$ cat config.mk
export PLATFORM = sky130hd
export DESIGN_NAME = iol_merge
export DESIGN_NICKNAME = d
export VERILOG_FILES = /design/src/rtl/iol_pkg.sv /design/src/rtl/iol_merge.sv
export SDC_FILE = /design/constraint.sdc
export NUM_CORES = 1
export LEC_CHECK = 0
export BUFFER_PORTS_ARGS = -buffer_cell sky130_fd_sc_hd__clkbuf_2
export CAP_MARGIN = 30
export CORE_AREA = 4 4 140 142
export DETAILED_ROUTE_END_ITERATION = 12
export DIE_AREA = 0 0 144 146
export GPL_TIMING_DRIVEN = 0
export PLACE_DENSITY_LB_ADDON = 0.25
export SYNTH_ARGS = -nofsm -noshare
export SYNTH_HDL_FRONTEND = slang
export SYNTH_SLANG_ARGS = --single-unit
$ cat constraint.sdc
create_clock -name clk -period 4.7 [get_ports clk]
set_clock_uncertainty 0.2 [all_clocks]
set_input_delay 0.94 -clock clk [delete_from_list [all_inputs] [get_ports clk]]
set_output_delay 0.94 -clock clk [all_outputs]
set_load 0.02 [all_outputs]
$ cat src/rtl/iol_pkg.sv
// iol_pkg: shared constants, types and elaboration helpers for the indexed ordered list.
// No dependencies. Used by the interfaces, the cell, the merge node and the top level.
`timescale 1ns / 1ps

package iol_pkg;

  // List capacity and derived widths
  localparam int CAPACITY = 256;
  localparam int IDX_W    = $clog2(CAPACITY);
  localparam int CNT_W    = $clog2(CAPACITY + 1);

  // Field widths of the transaction payloads
  localparam int ACTION_W = 2;
  localparam int POS_W    = 10;
  localparam int WORD_W   = 32;
  localparam int STATUS_W = 2;
  localparam int FOUND_W  = 8;
  localparam int OCC_W    = 9;

  // Width used to compare a signed position against the element count
  localparam int CMP_W = ((POS_W > CNT_W) ? POS_W : CNT_W) + 1;

  // Action codes
  localparam logic [ACTION_W-1:0] ACT_INSERT = 2'd0;
  localparam logic [ACTION_W-1:0] ACT_POP    = 2'd1;
  localparam logic [ACTION_W-1:0] ACT_FIND   = 2'd2;

  // Status codes
  localparam logic [STATUS_W-1:0] STAT_OK       = 2'd0;
  localparam logic [STATUS_W-1:0] STAT_FULL     = 2'd1;
  localparam logic [STATUS_W-1:0] STAT_RANGE    = 2'd2;
  localparam logic [STATUS_W-1:0] STAT_NOTFOUND = 2'd3;

  // Selection tree: fan-in per node and number of registered levels above the cells
  localparam int RADIX = 8;

  function automatic int tree_levels(int n);
    int lv;
    int span;
    lv   = 0;
    span = 1;
    while (span < n) begin
      span = span * RADIX;
      lv   = lv + 1;
    end
    return lv;
  endfunction

  localparam int LVL    = tree_levels(CAPACITY);
  localparam int PAD    = RADIX ** LVL;
  localparam int WAIT_W = $clog2(LVL + 1);

  // Start of tree level lv in the flat node array (level 0 = leaves)
  function automatic int level_off(int lv);
    int off;
    off = 0;
    for (int k = 0; k < lv; k++) begin
      off = off + RADIX ** (LVL - k);
    end
    return off;
  endfunction

  localparam int TOTAL = level_off(LVL + 1);

  // One tree entry: a hit flag, the cell position and the cell word
  typedef struct packed {
    logic              hit;
    logic [IDX_W-1:0]  idx;
    logic [WORD_W-1:0] word;
  } node_t;

  // Control broadcast to every cell
  typedef struct packed {
    logic              ins_en;
    logic              pop_en;
    logic              sel_find;
    logic              sel_pop;
    logic [IDX_W-1:0]  at;
    logic [CNT_W-1:0]  count;
    logic [WORD_W-1:0] key;
  } cell_ctrl_t;

endpackage

$ cat src/rtl/iol_merge.sv
// iol_merge: one registered node of the selection tree; passes on the lowest
// child with its hit flag set. Depends on iol_pkg.
`timescale 1ns / 1ps

module iol_merge (
  input  logic                                 clk,
  input  iol_pkg::node_t [iol_pkg::RADIX-1:0]  kids,
  output iol_pkg::node_t                       node
);

  iol_pkg::node_t pick;

  // Lowest-numbered hit wins
  always_comb begin
    pick = kids[iol_pkg::RADIX-1];
    for (int k = iol_pkg::RADIX - 2; k >= 0; k--) begin
      if (kids[k].hit) begin
        pick = kids[k];
      end
    end
  end

  always_ff @(posedge clk) begin
    node <= pick;
  end

endmodule

* Word level (Yosys, flattened, before mapping)
Index checks and enable logic that the tools add are counted.
** Storage, ports and cells
- Flip-flop bits (word level) :: 41
- Input port bits :: 329
** Cells by class
- Reduce and logical (&&, ||, !) cells :: 1
- Mux-type cells :: 7
** Operators by type and width (number)
- 40-bit 2-to-1 mux :: 7
- 7-bit OR reduction :: 1

* Depth between registers and ports, before layout
Gate-level depths: netlist of run 1.
- Word-level depth :: 7
- Depth in mapped cells :: 6

* Worst setup path after synthesis of run 1
OpenSTA, ideal clock, no wires.
- Path kind :: input-to-reg
- Start point :: in kids[40] in the netlist's numbering
- End point :: reg node[10] in the netlist's numbering
- Buffers on the path :: 3
- Cell stages on the path :: 6
- Required time :: 4.358 ns
- Path slack :: 2.484 ns
- Arrival :: 1.874 ns
- Cell sequence :: buf_6 or3_1 buf_2 buf_6 a221oi_2 a221oi_1
** RTL lines
- from (decl) :: line iol_merge.sv:7 : input iol_pkg::node_t [iol_pkg::RADIX-1:0] kids,
- to (signal assigned) :: line iol_merge.sv:24 : node <= pick;
- to (decl) :: line iol_merge.sv:8 : output iol_pkg::node_t node

==> impl_results.md, run 1 <==
* Status: complete, no violations
* Fin nets at about 1,100
* Syn. warnings at 0
* Largest register FFs at around 40
* First-pass GRT wire length at roughly 30 mm
* Clk buf depth at 2
* CTS Root Cell: clkbuf_16
* Post-synth EDFFs at 0
* I/O pin total at 370
* Cell area after placement at ~0.0056 mm²
* Final Cycle Share at about half
* Post-synthesis cell area at 0.00350 mm²
* Hold/Removal Path Class: input port to flip-flop
* Count leader, synth: dfxtp_1
* Die ar. at approximately 0.021 mm²
* Pwr per Cell Area at 211 mW/mm²
* Post-CTS Setup Bufs at 0
* Total core area at around 0.018 mm²
* Ranking of synthesized cells by area: dfxtp_1 (23%), a221oi_2 (13%), mux2_2 (11%), a221oi_1 (7.8%), o211ai_1 (5.4%)
* Setup violators final at 0
* Die W at about 140 µm
* Cell variety after synth at 31
* CTS H-tree lvls at 2
* DRC viols at 0
* DR vias/cell at roughly 4.7
* GRT Resource Usage Total at a little under a fifth
* Post-synth top area share at between 20% and 30%
* Most frequent cells after synthesis: dfxtp_1 (41), mux2_2 (35), a221oi_1 (31), a221oi_2 (31)
* WP data arrival at about 2.4 ns
* Buf+Inv Stages, Crit Path at 3
* Antenna violations before repair at 1
* Layout cell share with drive strength beyond 1 at about 64%
* Vias in the first global route at around 5,000
* Die Height at roughly 150 µm
* Biggest register: node
* Hold WS at ~0.65 ns
* Total CTS buffers at 5
* Max Cap Viol at 0
* CTS clk-pin slew, worst paths at about 0.060 ns
* Post-synthesis sequential area ratio at 23.5%
* Max-slew violation total from the final report at 0
* CP Launch Type: input port
* Final HPWL DP at 17.0 mm
* Seq. cell area at between 800 and 900 µm²
* Fin. Hold Viols at 0
* Max incr delay on CP at 0.54 ns
* Setup CP Type: input port to flip-flop
* Fmax at around 0.42 GHz
* Crit path max fanout at 10
* WHS Endpoint: node[40]
* Flops & latches, synth at around 40
* Vias at around 4,600
* IO Port Bufs at around 370
* Least-Margin Pin Slew at 0.624 ns
* ANT nets after route at 0
* Average cell area after synthesis at a little over 9 µm²
* Initial core utilization at about a fifth
* Ys flop type: dfxtp_1
* CTS tree: yes
* Initial DRC count at 86
* Crit-path leading delay family: buffers and inverters
* Synth Net Count at a little over 700
* Syn Inst Count at between 300 and 400
* WP data required at 4.70 ns
* Cell area after layout at ~0.0058 mm²
* CP max-delay cell: nor3_2
* Setup_tns at 0 ns
* Hold Buf Count CTS at 0
* LEAKAGE at approximately 0.0029 µW
* Core Rows at 50
* CP endpoint kind: flip-flop
* Placer Congestion at 0.815
* Worst path cell trace: clkbuf_2 -> buf_2 -> nor3_2 -> buf_4 -> o21ai_0 -> o221ai_1
* RSZ-0062 raised after global routing: false
* Average wire per standard cell at roughly 20 µm
* Biggest regs: node x41
* Resized Gates After CTS at 0
* Max-slew headroom at 58.4%
* Area of the multi-input gates at 0.00240 mm²
* WL final at roughly 20 mm
* Worst Min Path Start: kids[327]
* Min-Delay Path Depth at 3
* Peak VDD IR at 0.109 mV
* Maximum number of pins on one net before global-route repair at 12
* Asr flop ratio synth at 0%
* Cell accounting for the most synthesized area: dfxtp_1
* P&R area growth vs syn at 64.9%
* Drt pass-1 iters at 4
* Fillers at about 2,100
* Crit path time final at between 2 and 2.5 ns
* GRT Residual Overflow at 0
* Clk sinks at 41
## worst max path at each step
stage | start | to | slack [ns] | cells past startpoint
after CTS | kids[81] | node[33] | 2.28 | 6
after global routing | kids[81] | node[33] | 2.19 | 6
final | kids[81] | node[33] | 2.32 | 6
after floorplan | kids[40] | node[10] | 2.48 | 6
after global placement | kids[81] | node[33] | 1.98 | 6
after detailed placement | kids[81] | node[33] | 1.97 | 6
## per-layer routing
metal	vias up	routed length [µm]	part of all wire, %	GRT usage [%]
met4	0	419	2.1	5.13
met1	2071	7930	39	21.1
met3	20	1780	8.8	5.26
met2	241	10100	50	32.8
met5	-	0	0	0
li1	2292	-	-	-
## cells in the final DEF, fill, tap and decap left out, drive strengths merged
cell	instances
clkbuf	386
a221oi	62
dfxtp	41
mux2	40
buf	33
nand2b	25
o211ai	25
nor2	25
o22ai	23
a21o	17
o21ai	17
nand2	17
a22oi	16
o221ai	16
inv	3
nor2b	3
nor3	2
diode	1
or3b	1
a32oi	1
or3	1
nand3	1
## report_power, final
| group | switching [µW] | internal, µW | total, µW |
|---|---|---|---|
| clock | 151 | 209 | 360 |
| combinational | 244 | 223 | 467 |
| sequential | 8.73 | 383 | 391 |
## stage by stage
step | util, % | instances | power (µW) | setup WS, ns
final | 31.2 | 990 | 1220 | 2.32
after global routing | 31.2 | 990 | 1290 | 2.19
after CTS | 31.2 | 989 | 1240 | 2.28
after detailed placement | 30.5 | 982 | 871 | 1.97
after global placement | 30.5 | 982 | 870 | 1.98
after floorplan | - | 382 | 630 | 2.48
## kinds of logic (layout without fill, tap and decap cells)
logic type / after synthesis / in the layout / share of synthesized area (%)
buffers and inverters: 49 / 422 / 7.98
and+or+nand+nor: 75 / 75 / 10.9
DFF: 41 / 41 / 23.5
muxes: 40 / 40 / 13.3
AOI/OAI and AO/OA: 177 / 177 / 44.3
other: 0 / 1 / 0
## layout make-up
| type | count | area share [%] |
|---|---|---|
| Sequential cell | 41 | 14.2 |
| Buffer | 46 | 4.64 |
| Clock buffer | 7 | 2.47 |
| Timing Repair Buffer | 366 | 31.8 |
| Inverter | 3 | 0.195 |
| Tap cell | 234 | 5.08 |
| Antenna cell | 1 | 0.0434 |
| Multi-Input combinational cell | 292 | 41.6 |
Power figures use the tool's default switching activity.
==> run 2: changes to the inputs <==
--- a/config.mk
+++ b/config.mk
@@ -7,9 +7,9 @@
 export LEC_CHECK = 0
 export BUFFER_PORTS_ARGS = -buffer_cell sky130_fd_sc_hd__clkbuf_2
 export CAP_MARGIN = 30
-export CORE_AREA = 4 4 140 142
+export CORE_AREA = 4 4 142 144
 export DETAILED_ROUTE_END_ITERATION = 12
-export DIE_AREA = 0 0 144 146
+export DIE_AREA = 0 0 146 148
 export GPL_TIMING_DRIVEN = 0
 export PLACE_DENSITY_LB_ADDON = 0.25
 export SYNTH_ARGS = -nofsm -noshare
==> constraint.sdc (replaced) <==
create_clock -name clk -period 2 [get_ports clk]
set_clock_uncertainty 0.2 [all_clocks]
set_input_delay 0.4 -clock clk [delete_from_list [all_inputs] [get_ports clk]]
set_output_delay 0.4 -clock clk [all_outputs]
set_load 0.02 [all_outputs]
==> run 2 against run 1 <==
Non-clock buffer count did not move; largest power group unchanged; global-route usage fell by 0.30 points; critical endpoint is now node[7]; die area rose by 2.8%.
==> impl_results.md, run 2 (synthesized netlist as in run 1, its figures left out) <==
* Status: complete, no violations
* CTS tree: yes
* Met3 Use GR at 5.12%
* Peak VDD IR at 0.312 mV
* First-pass GRT wire length at roughly 30 mm
* Final Cycle Share at about 94%
* Commonest non-fill, non-tap cell in the layout: clkbuf_2
* Pwr per Cell Area at ~490 mW/mm²
* Max incr delay on CP at 0.41 ns
* Met1 usage at 19.8%
* Highest-count cells in the layout ignoring fill and taps: clkbuf_2 (367), dfxtp_1 (41), mux2_2 (35)
* Max-slew violation total from the final report at 0
* Die W at 146 µm
* DR vias/cell at 4.76
* Core Rows at 50
* ANT nets after route at 0
* Worst path cell trace: clkbuf_2 -> buf_2 -> inv_1 -> clkbuf_4 -> o22ai_1 -> a221oi_1
* Busiest layer in global routing: met2
* Vias at 4,699
* Initial DRC count at 139
* Antenna violations before repair at 0
* Max Cap Viol at 0
* Cell area after placement at 0.00562 mm²
* Least-Margin Pin Slew at between 0.6 and 0.7 ns
* Hold/Removal Path Class: input port to flip-flop
* Number of antenna diodes at 0
* Biggest regs: node x41
* Placer Congestion at 0.844
* Fin. Hold Viols at 0
* P&R area growth vs syn at 64.8%
* Maximum number of pins on one net before global-route repair at 12
* Die ar. at 0.0216 mm²
* Crit-path leading delay family: buffers and inverters
* Hold WS at approximately 0.10 ns
* WL final at between 20 and 25 mm
* Total core area at 0.0187 mm²
* Cell area after layout at slightly below 0.006 mm²
* CTS clk-pin slew, worst paths at around 0.060 ns
* CP max-delay cell: a221oi_1
* CTS Root Cell: clkbuf_16
* Biggest register: node
* IO Port Bufs at around 370
* Average wire per standard cell at between 20 and 25 µm
* Crit path time final at 1.89 ns
* Crit path max fanout at 10
* Layout cell share with drive strength beyond 1 at 63.8%
* Drt pass-1 iters at 4
* GRT Residual Overflow at 0
* Buf+Inv Stages, Crit Path at 4
* Clk sinks at ~40
* CP Launch Type: input port
* Die Height at 148 µm
* CP endpoint kind: flip-flop
* Setup violators final at 0
* CTS H-tree lvls at 2
* WP data arrival at roughly 1.8 ns
* Vias in the first global route at roughly 5,200
* Fmax at roughly 0.53 GHz
* Largest register FFs at 41
* Worst Min Path Start: kids[327]
* WP data required at roughly 2.0 ns
* Clk buf depth at 2
* DRC viols at 0
* Max-slew headroom at ~60%
* WHS Endpoint: node[40]
* GRT Resource Usage Total at between 10% and 20%
* Final HPWL DP at about 17 mm
* Setup CP Type: input port to flip-flop
* RSZ-0062 raised after global routing: false
* Met2 Usage GRT at about a third
* Total CTS buffers at 5
* LEAKAGE at around 0.0029 µW
* Min-Delay Path Depth at 3
* I/O pin total at between 300 and 400
* Fin nets at ~1,100
* Initial core utilization at 18.7%
## run 2: layout make-up
class | instances | area [µm²]
Clock buffer | 5 | 125
Tap cell | 234 | 293
Inverter | 3 | 11.3
Timing Repair Buffer | 366 | 1830
Buffer | 46 | 273
Multi-Input combinational cell | 292 | 2400
Fill cell | 2043 | 12900
Clock inverter | 1 | 5.00
Sequential cell | 41 | 821
## run 2: stage by stage
stage	worst slack, ns	total power, µW	utilization, %	TNS, ns	instances
2_1_floorplan	0.324	1480	-	0	382
3_3_place_gp	-0.244	2050	30.0	-2.85	982
3_5_place_dp	-0.273	2060	30.0	-3.74	982
4_1_cts	0.0505	2880	30.7	0	988
5_1_grt	0.000185	2990	30.8	0	988
6_report	0.115	2840	30.8	0	988
## run 2: what timing repair did
action                     in CTS  in global routing
resized for setup               0                  3
hold buffers                    0                  0
setup endpoints to repair       0                  3
buffers inserted                0                  0
## run 2: worst max path at each step
stage	slack (ns)	endpoint	cells after the start	from
after CTS	0.05	node[7]	6	kids[81]
after detailed placement	-0.27	node[7]	6	kids[81]
final	0.11	node[7]	6	kids[81]
after floorplan	0.32	node[10]	6	kids[40]
after global routing	0.0002	node[7]	6	kids[81]
after global placement	-0.24	node[7]	6	kids[81]
## run 2: routing by layer
metal / part of all wire [%] / wire [µm]
met5: 0 / 0
met4: 1.4 / 278
met3: 8.0 / 1640
met2: 53 / 10800
met1: 38 / 7830
## run 2: where the power goes
| part | internal [µW] | total, µW | leakage, µW | switching [µW] |
|---|---|---|---|---|
| Sequential | 899 | 918 | 0.000345 | 19.5 |
| Combinational | 526 | 1110 | 0.00247 | 584 |
| Clock | 448 | 808 | 0.0000655 | 360 |
