$ cat config.mk
export PLATFORM = sky130hd
export DESIGN_NAME = iol_cell
export DESIGN_NICKNAME = d
export VERILOG_FILES = /design/src/rtl/iol_pkg.sv /design/src/rtl/iol_cell.sv
export SDC_FILE = /design/constraint.sdc
export NUM_CORES = 1
export LEC_CHECK = 0
export ABC_AREA = 0
export BUFFER_PORTS_ARGS = -buffer_cell sky130_fd_sc_hd__buf_2
export CORE_AREA = 2 2 92 94
export CTS_CLUSTER_SIZE = 40
export DETAILED_ROUTE_END_ITERATION = 6
export DIE_AREA = 0 0 94 96
export PLACE_DENSITY = 0.82
export SYNTH_ARGS = -nofsm -noshare
export SYNTH_HDL_FRONTEND = slang
export SYNTH_SLANG_ARGS = --single-unit
$ cat constraint.sdc
create_clock -name clk -period 4.56 [get_ports clk]
set_input_delay 1.368 -clock clk [delete_from_list [all_inputs] [get_ports clk]]
set_output_delay 1.368 -clock clk [all_outputs]
set_load 0.01 [all_outputs]
$ cat src/rtl/iol_pkg.sv
// iol_pkg: shared constants, types and elaboration helpers for the indexed ordered list.
// No dependencies. Used by the interfaces, the cell, the merge node and the top level.
`timescale 1ns / 1ps

package iol_pkg;

  // List capacity and derived widths
  localparam int CAPACITY = 256;
  localparam int IDX_W    = $clog2(CAPACITY);
  localparam int CNT_W    = $clog2(CAPACITY + 1);

  // Field widths of the transaction payloads
  localparam int ACTION_W = 2;
  localparam int POS_W    = 10;
  localparam int WORD_W   = 32;
  localparam int STATUS_W = 2;
  localparam int FOUND_W  = 8;
  localparam int OCC_W    = 9;

  // Width used to compare a signed position against the element count
  localparam int CMP_W = ((POS_W > CNT_W) ? POS_W : CNT_W) + 1;

  // Action codes
  localparam logic [ACTION_W-1:0] ACT_INSERT = 2'd0;
  localparam logic [ACTION_W-1:0] ACT_POP    = 2'd1;
  localparam logic [ACTION_W-1:0] ACT_FIND   = 2'd2;

  // Status codes
  localparam logic [STATUS_W-1:0] STAT_OK       = 2'd0;
  localparam logic [STATUS_W-1:0] STAT_FULL     = 2'd1;
  localparam logic [STATUS_W-1:0] STAT_RANGE    = 2'd2;
  localparam logic [STATUS_W-1:0] STAT_NOTFOUND = 2'd3;

  // Selection tree: fan-in per node and number of registered levels above the cells
  localparam int RADIX = 8;

  function automatic int tree_levels(int n);
    int lv;
    int span;
    lv   = 0;
    span = 1;
    while (span < n) begin
      span = span * RADIX;
      lv   = lv + 1;
    end
    return lv;
  endfunction

  localparam int LVL    = tree_levels(CAPACITY);
  localparam int PAD    = RADIX ** LVL;
  localparam int WAIT_W = $clog2(LVL + 1);

  // Start of tree level lv in the flat node array (level 0 = leaves)
  function automatic int level_off(int lv);
    int off;
    off = 0;
    for (int k = 0; k < lv; k++) begin
      off = off + RADIX ** (LVL - k);
    end
    return off;
  endfunction

  localparam int TOTAL = level_off(LVL + 1);

  // One tree entry: a hit flag, the cell position and the cell word
  typedef struct packed {
    logic              hit;
    logic [IDX_W-1:0]  idx;
    logic [WORD_W-1:0] word;
  } node_t;

  // Control broadcast to every cell
  typedef struct packed {
    logic              ins_en;
    logic              pop_en;
    logic              sel_find;
    logic              sel_pop;
    logic [IDX_W-1:0]  at;
    logic [CNT_W-1:0]  count;
    logic [WORD_W-1:0] key;
  } cell_ctrl_t;

endpackage

$ cat src/rtl/iol_cell.sv
// iol_cell: one list slot. Holds a word, shifts with its neighbors on insert/pop,
// and registers its leaf entry for the selection tree. Depends on iol_pkg.
`timescale 1ns / 1ps

module iol_cell (
  input  logic                       clk,
  input  logic [iol_pkg::IDX_W-1:0]  idx,
  input  iol_pkg::cell_ctrl_t        ctrl,
  input  logic [iol_pkg::WORD_W-1:0] left_word,
  input  logic [iol_pkg::WORD_W-1:0] right_word,
  output logic [iol_pkg::WORD_W-1:0] word,
  output iol_pkg::node_t             leaf
);

  logic [iol_pkg::WORD_W-1:0] word_next;
  logic                       after_at;
  logic                       at_here;
  logic                       in_list;
  iol_pkg::node_t             leaf_next;

  assign after_at = idx > ctrl.at;
  assign at_here  = idx == ctrl.at;
  assign in_list  = iol_pkg::CNT_W'(idx) < ctrl.count;

  // Insert pulls from the left, pop pulls from the right
  always_comb begin
    word_next = word;
    if (ctrl.ins_en) begin
      if (after_at) begin
        word_next = left_word;
      end else if (at_here) begin
        word_next = ctrl.key;
      end
    end else if (ctrl.pop_en) begin
      if (after_at || at_here) begin
        word_next = right_word;
      end
    end
  end

  // Leaf entry sees the word before any shift
  always_comb begin
    leaf_next.hit  = (ctrl.sel_find && in_list && (word == ctrl.key)) ||
                     (ctrl.sel_pop && at_here);
    leaf_next.idx  = idx;
    leaf_next.word = word;
  end

  always_ff @(posedge clk) begin
    word <= word_next;
    leaf <= leaf_next;
  end

endmodule

**Word-level counts from Yosys, hierarchy flattened**

Index checks and enable logic that the tools add are counted.

- Bits in registers: 73
- Bits in latches: 0
- Memory bits (writable): 0
- Bits in read-only memories: 0
- Input port bits: 126
- Output and inout bits: 73
- Word-level logic and storage cells: 22
- Memories: 0

- Add/subtract/negate cells: 0
- Multipliers: 0
- Div/mod/pow operators: 0
- Magnitude comparators: 2
- Equality and inequality tests: 3
- Shifts and indexed selects: 0
- Multiplexer cells: 5
- Bitwise gates (word level): 0
- Reduce and logical (&&, ||, !) cells: 8

Operator list:

| kind | number |
|---|---|
| $mux W32 | 5 |
| $eq A32 B32 Y1 | 1 |
| $lt A8 B9 Y1 | 1 |
| $eq A8 B8 Y1 | 1 |
| $gt A8 B8 Y1 | 1 |
| $reduce_bool A2 Y1 | 2 |
| $logic_and A1 B1 Y1 | 3 |
| $ne A3 B1 Y1 const B | 1 |
| $reduce_and A3 Y1 | 1 |
| $logic_or A1 B1 Y1 | 2 |

**Logic depth before layout (Yosys ltp)**

Gate-level depths: netlist (run 1).

- Word-level depth: 5
- Depth in mapped cells: 8
- Gate-level depth less buffers: 7

**Worst setup path before layout (run 1)**

Ideal clock, no wire load.

- Kind: input port to flip-flop
- From: input ctrl[42] (netlist name)
- To: register word[0] (netlist name), enable pin
- Library setup time: 391 ps
- Data arrival time: 2913 ps
- Data required time: 4169 ps
- Path slack: 1256 ps
- Stages on the path: 6
- Path buffers: 0
- Cells stage by stage: inv_1 > ha_1 > and2b_1 > o211ai_4 > a31oi_1 > o22a_1

- Longest elaborated chain between the ends: 4
- Elaborated cells between the ends (all ways): 6
- Classes of those cells: order compare: 1; eq/ne: 2; reduce/logical: 3

Ends and longest elaborated chain:

| what | RTL line | source |
|---|---|---|
| from (decl) | iol_cell.sv:8 | `input iol_pkg::cell_ctrl_t ctrl,` |
| $gt A8 B8 Y1 / $eq A8 B8 Y1 (equally long branches) | iol_cell.sv:21, iol_cell.sv:22 |  |
| $logic_or A1 B1 Y1 | iol_cell.sv:35 | `if (after_at \|\| at_here) begin` |
| $reduce_bool A2 Y1 (no line) | - |  |
| $reduce_and A3 Y1 (no line) (*) | - |  |
| to (signal assigned) | iol_cell.sv:50 | `word <= word_next;` |
| to (decl) | iol_cell.sv:11 | `output logic [iol_pkg::WORD_W-1:0] word,` |

Mark *: on every way between the ends. The rest lies on a longest branch, timed or not.
A chain may end at the register's enable or synchronous reset.

**Worst setup path in the final report (run 1)**

- From: input idx[1] (netlist name)
- To: register word[7] (netlist name), data pin

- Longest elaborated chain between the ends: 3

Ends and longest elaborated chain:

| what | RTL line | source |
|---|---|---|
| from (decl) | iol_cell.sv:7 | `input logic [iol_pkg::IDX_W-1:0] idx,` |
| $gt A8 B8 Y1 | iol_cell.sv:21 | `assign after_at = idx > ctrl.at;` |
| $mux W32 | iol_cell.sv:29 | `if (after_at) begin` |
| $mux W32 | iol_cell.sv:28 | `if (ctrl.ins_en) begin` |
| via word_next (one bit) | iol_cell.sv:15 | `logic [iol_pkg::WORD_W-1:0] word_next;` |

The timed path passes the listed nets, and every way through them passes these cells.

==> results of run 1 <==
==> worst paths after layout <==
path	startpoint	endpoint	cells past startpoint
min	word[25]	leaf[25]	0
max	idx[1]	word[7]	8
max reg2reg	word[16]	leaf[40]	5
min reg2reg	word[25]	leaf[25]	0
==> area by class of cell <==
class                           instances  area, sq um  share of cell area, %
Timing Repair Buffer                  201         1030                   21.2
Multi-Input combinational cell        215         1590                   32.9
Tap cell                              105          131                   2.72
Clock inverter                          5          103                   2.12
Clock buffer                           11          141                   2.93
Sequential cell                        73         1780                   36.9
Inverter                               16         60.1                   1.24
==> critical path: cells and delay by family <==
family,cells,cell delay [ns]
AOI/OAI and AO/OA,4,1.09
buffers and inverters,2,0.47
adders and majority gates,1,0.30
and+or+nand+nor,1,0.17
==> metrics by stage <==
step                total power [mW]  hold slack [ns]  setup slack (ns)
CTS                             1.92            0.422              1.35
finish                          1.90            0.416              1.33
global route                    1.99            0.434              1.20
floorplan                       1.14            0.391              1.26
global placement                1.28            0.392              1.02
detailed placement              1.29            0.404             0.997
==> cells in the mapped netlist (3+ instances only) <==
master | instances | area (sq um)
sky130_fd_sc_hd__nor4_1 | 8 | 50.1
sky130_fd_sc_hd__nor2_1 | 32 | 120
sky130_fd_sc_hd__ha_1 | 15 | 188
sky130_fd_sc_hd__a31oi_1 | 33 | 206
sky130_fd_sc_hd__buf_2 | 3 | 15.0
sky130_fd_sc_hd__buf_4 | 32 | 240
sky130_fd_sc_hd__nand2_1 | 3 | 11.3
sky130_fd_sc_hd__buf_6 | 9 | 101
sky130_fd_sc_hd__dfxtp_1 | 41 | 821
sky130_fd_sc_hd__o21ai_1 | 32 | 160
sky130_fd_sc_hd__nand3_2 | 30 | 300
sky130_fd_sc_hd__a21oi_1 | 6 | 30.0
sky130_fd_sc_hd__nand3_1 | 4 | 20.0
sky130_fd_sc_hd__xor2_1 | 28 | 245
sky130_fd_sc_hd__clkbuf_1 | 7 | 26.3
sky130_fd_sc_hd__inv_1 | 16 | 60.1
sky130_fd_sc_hd__xnor2_1 | 4 | 35.0
sky130_fd_sc_hd__edfxtp_1 | 32 | 961
==> flip-flops by register name, indices dropped and copies added (netlist names) <==
name	flops
leaf	41
word	32
==> placed cells by master (no fill, tap or decap), types with 2 or more instances in the layout <==
cell type / netlist / routed
sky130_fd_sc_hd__a21oi_1: 6 / 6
sky130_fd_sc_hd__a31oi_1: 33 / 33
sky130_fd_sc_hd__buf_2: 3 / 198
sky130_fd_sc_hd__buf_4: 32 / 2
sky130_fd_sc_hd__bufinv_16: 0 / 3
sky130_fd_sc_hd__clkbuf_8: 0 / 10
sky130_fd_sc_hd__dfxtp_1: 41 / 41
sky130_fd_sc_hd__edfxtp_1: 32 / 32
sky130_fd_sc_hd__ha_1: 15 / 15
sky130_fd_sc_hd__inv_1: 16 / 16
sky130_fd_sc_hd__nand2_1: 3 / 3
sky130_fd_sc_hd__nand3_1: 4 / 4
sky130_fd_sc_hd__nand3_2: 30 / 30
sky130_fd_sc_hd__nand4_1: 2 / 2
sky130_fd_sc_hd__nor2_1: 32 / 32
sky130_fd_sc_hd__nor4_1: 8 / 8
sky130_fd_sc_hd__o21ai_0: 2 / 2
sky130_fd_sc_hd__o21ai_1: 32 / 32
sky130_fd_sc_hd__xnor2_1: 4 / 4
sky130_fd_sc_hd__xor2_1: 28 / 28
==> report_power, final <==
part | total, mW | internal (mW) | switching [mW] | leakage (nW)
Clock | 0.626 | 0.378 | 0.248 | 0.121
Sequential | 0.846 | 0.792 | 0.0536 | 0.652
Combinational | 0.432 | 0.185 | 0.247 | 1.48
==> metal layers <==
metal  vias to the layer above  part of all wire (%)
li1                       1560                     -
met1                      1514                    41
met2                       159                    50
met3                        12                   6.7
met4                         0                   1.5
met5                         -                     0
==> cells by family after synthesis <==
logic type | Yosys count
DFF | 73
AOI/OAI and AO/OA | 82
xor gates and xnor gates | 32
and+or+nand+nor | 86
adders and majority gates | 15
buffers and inverters | 67
==> impl_metrics.ini, run 1 <==
[cells_and_area]
stdcell_count = 626
core_util_final_pct = 60.0
synthToLayoutAreaGrowth_pct = 27.2
final_layout_size_suffix_gt1_share_pct = 49.3
final_nets = 657
antennaDiodeCount = 0
n_fill_cell = 726
design_area_sq_mm = 0.00483

[synth]
number_of_synthesized_flops_with_an_enable_pin = 32
number_of_warnings_reported_in_the_yosys_synthesis_log = 0
avgSynthCellArea_sq_um = 10.7
yosys.area_share.xor_xnor_pct = 7.38
yosys_cell_types = 35
post_synth_mux_area_share_pct = 0
yosys_most_used_dff = sky130_fd_sc_hd__dfxtp_1
synthesis.area_sq_mm = 0.00380
synth-adder-area-share_pct = 4.94
synth-compound-area-share_pct = 13.7
synth-seq-cells = 73
synth_nets = 496
synth_cells = 355
asyncSetResetFlopFracSynth_pct = 0
share_of_synthesized_area_occupied_by_flip_flops_and_latches_pct = 46.9
synth_top_family_by_area = simple AND/OR/NAND/NOR gates
synthSimpleGateAreaFrac_pct = 15.5

[die]
core_area_sq_mm = 0.00805
die_width_um = 94
die_area_sq_mm = 0.00902
floorplan.die.height_um = 96
io-pin-count = 199
initial_core_utilization_pct = 47.2
floorplan.rows = 33

[global_routing]
antenna_found_initial = 0
via_count_of_the_first_global_routing_pass = 3168
grtUsageMet1_pct = 26.4
grt_util_all_layers_pct = 22.5
gr-total-overflow = 0
grtUsageMet2_pct = 40.8
grt_first_pass_wirelength_um = 15500
grt-busiest-layer = met2
pin_count_of_the_biggest_net_entering_global_routing = 65
global_route.usage.met3_pct = 4.86

[timing]
hold_violations = 0
max_slew_margin_pct = 44.3
final_max_slew_viol_count = 0
setup_violations = 0
fin_worst_skew_ns = 0.0141
post-route-min-period_ns = 3.23
layout_worst_path_cycle_share_pct = 70.8
fin_setup_tns_ns = 0
rsz0062_at_grt = false
fmaxAchievable_mhz = 310
tightestPinTransition_ns = 0.834

[clock_tree]
post-cts-setup-buffer-count = 0
cts-buffers-inserted = 9
clock_path_buffers = 2
clkLatencyLatePin_ns = 0.34
cts_root_buf = sky130_fd_sc_hd__clkbuf_8
clk_transition_reported_paths_ns = 0.09
cts.repair.resized = 0
cts_hold_buffers = 0
cts_sinks = 73
htree_num_levels = 3
tritoncts = built

[worst_setup_path]
timing.setup.critical_path_class = input pin to register
critPathMaxFanout = 17
cpPeakStageDelay_ns = 0.65
slowest_stage_cell_crit_path = sky130_fd_sc_hd__a211oi_4
worst_ep_required_time_ns = 4.74
timing.critical_path.arrival_ns = 3.40
r2r_slack_ns = 2.71
critical_path.endpoint_type = register
critPathLaunchType = input pin
worstPathCellList = buf_2, ha_1, and2b_1, o211ai_4, a211oi_4, buf_4, o21ai_1, a31oi_1

[routing]
drc_violation_total_after_the_first_tritonroute_iteration = 145
route.antenna.remaining_nets = 0
routedWlPerCell_um = 16.4
route.vias.total = 3245
routed_wirelength_um = 10300
drc_violations_left = 0
detail_route.first_pass.iterations = 4
vias_per_cell = 5.18

[placement]
placed_area_sq_mm = 0.00459
gpl.final_weighted_congestion = 0.844
placed_cells = 610
place_hpwl_um = 7840
io_buffers = 198

[power]
p_per_area_mw_per_mm2 = 394
cellLeakagePower_nw = 2.25
power.ir.vdd_worst_v = 0.000229

[run]
maxCapViolCount = 0

[run_status]
outcome = finished clean

[worst_hold_path]
hold_class = register to register
Note: power is estimated with default switching activity, not from simulation.
==> inputs of run 2 (changes only) <==
Settings changed: ABC_AREA 0 to 1, CORE_AREA 2 2 92 94 to 2 2 96 98, DIE_AREA 0 0 94 96 to 0 0 98 100, PLACE_DENSITY 0.82 to 0.77.
Clock period 4.56 ns to 3.3 ns, I/O delays scaled along.
==> run 2 against run 1 <==
Effect of this change: combinational power up 40%; largest power group unchanged; non-clock buffer count up 3; cell count up 26%; synthesized cell count up 42%; sequential cell count unchanged.
==> impl_metrics.ini, run 2 <==
[run_status]
outcome = finished clean

[timing]
layout_worst_path_cycle_share_pct = 76.5
hold_violations = 0
worst_slack_ns = 0.775
post-route-min-period_ns = 2.52
rsz0062_at_grt = false
fmaxAchievable_mhz = 396
fin_setup_tns_ns = 0
final_max_slew_viol_count = 0
fin_worst_skew_ns = 0.00975
max_slew_margin_pct = 75.6
tightestPinTransition_ns = 0.365
setup_violations = 0

[power]
power.ir.vdd_worst_v = 0.000272
cellLeakagePower_nw = 2.84
p_per_area_mw_per_mm2 = 511
p_total_mw = 2.57

[synth]
number_of_synthesized_flops_with_an_enable_pin = 32
synth_nets = 645
yosys_cell_types = 21
share_of_synthesized_area_occupied_by_flip_flops_and_latches_pct = 45.1
dominant_cell_by_count_in_the_synthesized_netlist = sky130_fd_sc_hd__nand2_1
share_of_yosys_cell_area_claimed_by_the_top_area_cell_type_pct = 24.3
synthesis.area_sq_mm = 0.00395
yosys_most_used_dff = sky130_fd_sc_hd__dfxtp_1
synth.largest_area_cell = sky130_fd_sc_hd__edfxtp_1
asyncSetResetFlopFracSynth_pct = 0
avgSynthCellArea_sq_um = 7.84
synth-seq-cells = 73
yosys-top-cells-area = sky130_fd_sc_hd__edfxtp_1, sky130_fd_sc_hd__dfxtp_1, sky130_fd_sc_hd__nand2_1
number_of_warnings_reported_in_the_yosys_synthesis_log = 0
synth_cells = 504
synth_common_cells = sky130_fd_sc_hd__nand2_1, sky130_fd_sc_hd__inv_1, sky130_fd_sc_hd__nand3_1

[cells_and_area]
antennaDiodeCount = 0
final_common_cell = sky130_fd_sc_hd__buf_2
regMostFlops = leaf
top_regs = leaf x41, word x32
final_layout_size_suffix_gt1_share_pct = 33.4
layout_common_cells = sky130_fd_sc_hd__buf_2, sky130_fd_sc_hd__nand2_1, sky130_fd_sc_hd__inv_1
design_area_sq_mm = 0.00503
largest_reg_flops = 41
stdcell_count = 787
synthToLayoutAreaGrowth_pct = 27.2
final_nets = 812

[global_routing]
pin_count_of_the_biggest_net_entering_global_routing = 33
grt_util_all_layers_pct = 20.8
gr-total-overflow = 0
grt_first_pass_wirelength_um = 16200
via_count_of_the_first_global_routing_pass = 3582
antenna_found_initial = 0

[clock_tree]
clock_path_buffers = 2
clkLatencyLatePin_ns = 0.34
cts_hold_buffers = 0
tritoncts = built
clk_transition_reported_paths_ns = 0.08
post-cts-setup-buffer-count = 0
cts.repair.resized = 0
cts-buffers-inserted = 9
cts_sinks = 73
htree_num_levels = 3
cts_root_buf = sky130_fd_sc_hd__clkbuf_8

[routing]
drc_violations_left = 0
drc_violation_total_after_the_first_tritonroute_iteration = 129
detail_route.first_pass.iterations = 5
route.vias.total = 3614
vias_per_cell = 4.59
routedWlPerCell_um = 13.2
routed_wirelength_um = 10400
route.antenna.remaining_nets = 0

[run]
maxCapViolCount = 0

[placement]
placed_area_sq_mm = 0.00480
io_buffers = 198
gpl.final_weighted_congestion = 0.852
placed_cells = 771
place_hpwl_um = 8290
dp_slack_ns = 0.422

[worst_setup_path]
critical_path.endpoint_type = register
timing.setup.critical_path_class = input pin to register
slowest_stage_cell_crit_path = sky130_fd_sc_hd__ha_1
worstPathCellList = buf_2, ha_1, nand2_1, nor2_4, nand4_4, inv_1, o22ai_1, inv_1, buf_4
worstPathBufferInverterCount = 4
critPathLaunchType = input pin
critPathMaxFanout = 20
path_delay_family = buffers and inverters
timing.critical_path.arrival_ns = 2.54
cell_type_with_the_highest_occurrence_count_on_the_critical_path = sky130_fd_sc_hd__inv_1
worst_ep_required_time_ns = 3.32
cpPeakStageDelay_ns = 0.29

[die]
floorplan.die.height_um = 100
core_area_sq_mm = 0.00889
floorplan.rows = 35
initial_core_utilization_pct = 44.5
io-pin-count = 199
die_width_um = 98
die_area_sq_mm = 0.00980

[worst_hold_path]
hold_class = register to register
run 2: cell types whose count changed in the layout (fill, tap and decap cells not counted), sizes merged, moves of 3 or more:
cell,change
buf,+3
nor2,-15
o21ai,-36
nor4,-8
a21oi,-3
nand2,+148
a31oi,-33
inv,+80
nand3,+34
xnor2,+22
xor2,-28
run 2: worst paths after layout:
check	start	end	slack, ns	cells after the start
min	word[26]	leaf[26]	0.42	0
min reg2reg	word[26]	leaf[26]	0.42	0
max	idx[7]	word[23]	0.78	9
max reg2reg	word[31]	leaf[40]	2.03	7
run 2: power by group:
| part | total, mW | internal (mW) | switching (mW) |
|---|---|---|---|
| clock network | 0.799 | 0.465 | 0.334 |
| logic | 0.604 | 0.266 | 0.338 |
| registers | 1.17 | 1.09 | 0.0703 |
run 2: worst register-to-register path: cells and delay by family, from the launching register on:
family	cells	cell delay (ns)
xor gates and xnor gates	1	0.21
DFF	1	0.43
and+or+nand+nor	6	0.57
run 2: cells by family (layout without fill, tap and decap cells):
kind of cell,Yosys count,in the layout,synth area share [%]
xor gates and xnor gates,26,26,5.76
and+or+nand+nor,240,240,26.1
adders and majority gates,15,15,4.75
buffers and inverters,144,316,17.5
AOI/OAI and AO/OA,6,6,0.855
DFF,73,73,45.1
run 2: per-stage QoR:
| stage | hold slack (ns) | util [%] |
|---|---|---|
| finish | 0.415 | 56.5 |
| global route | 0.422 | 56.5 |
| CTS | 0.409 | 56.5 |
| detailed placement | 0.401 | 54.0 |
| global placement | 0.397 | 54.0 |
| floorplan | 0.386 | - |
run 2: per-layer routing:
layer	wire, um	share of wire (%)	up-vias	GRT usage (%)
met5	0	0	-	0
met4	241	2.3	0	8.33
met3	931	8.9	25	5.78
met2	5330	51	169	38.2
met1	3920	38	1587	22.6
li1	-	-	1833	-
run 2: layout make-up:
type,count,area [sq um]
Sequential cell,73,1780
Clock inverter,5,77.6
Clock buffer,11,151
Inverter,96,360
Timing Repair Buffer,204,1040
Multi-Input combinational cell,287,1480
Tap cell,111,139
Fill cell,822,3860
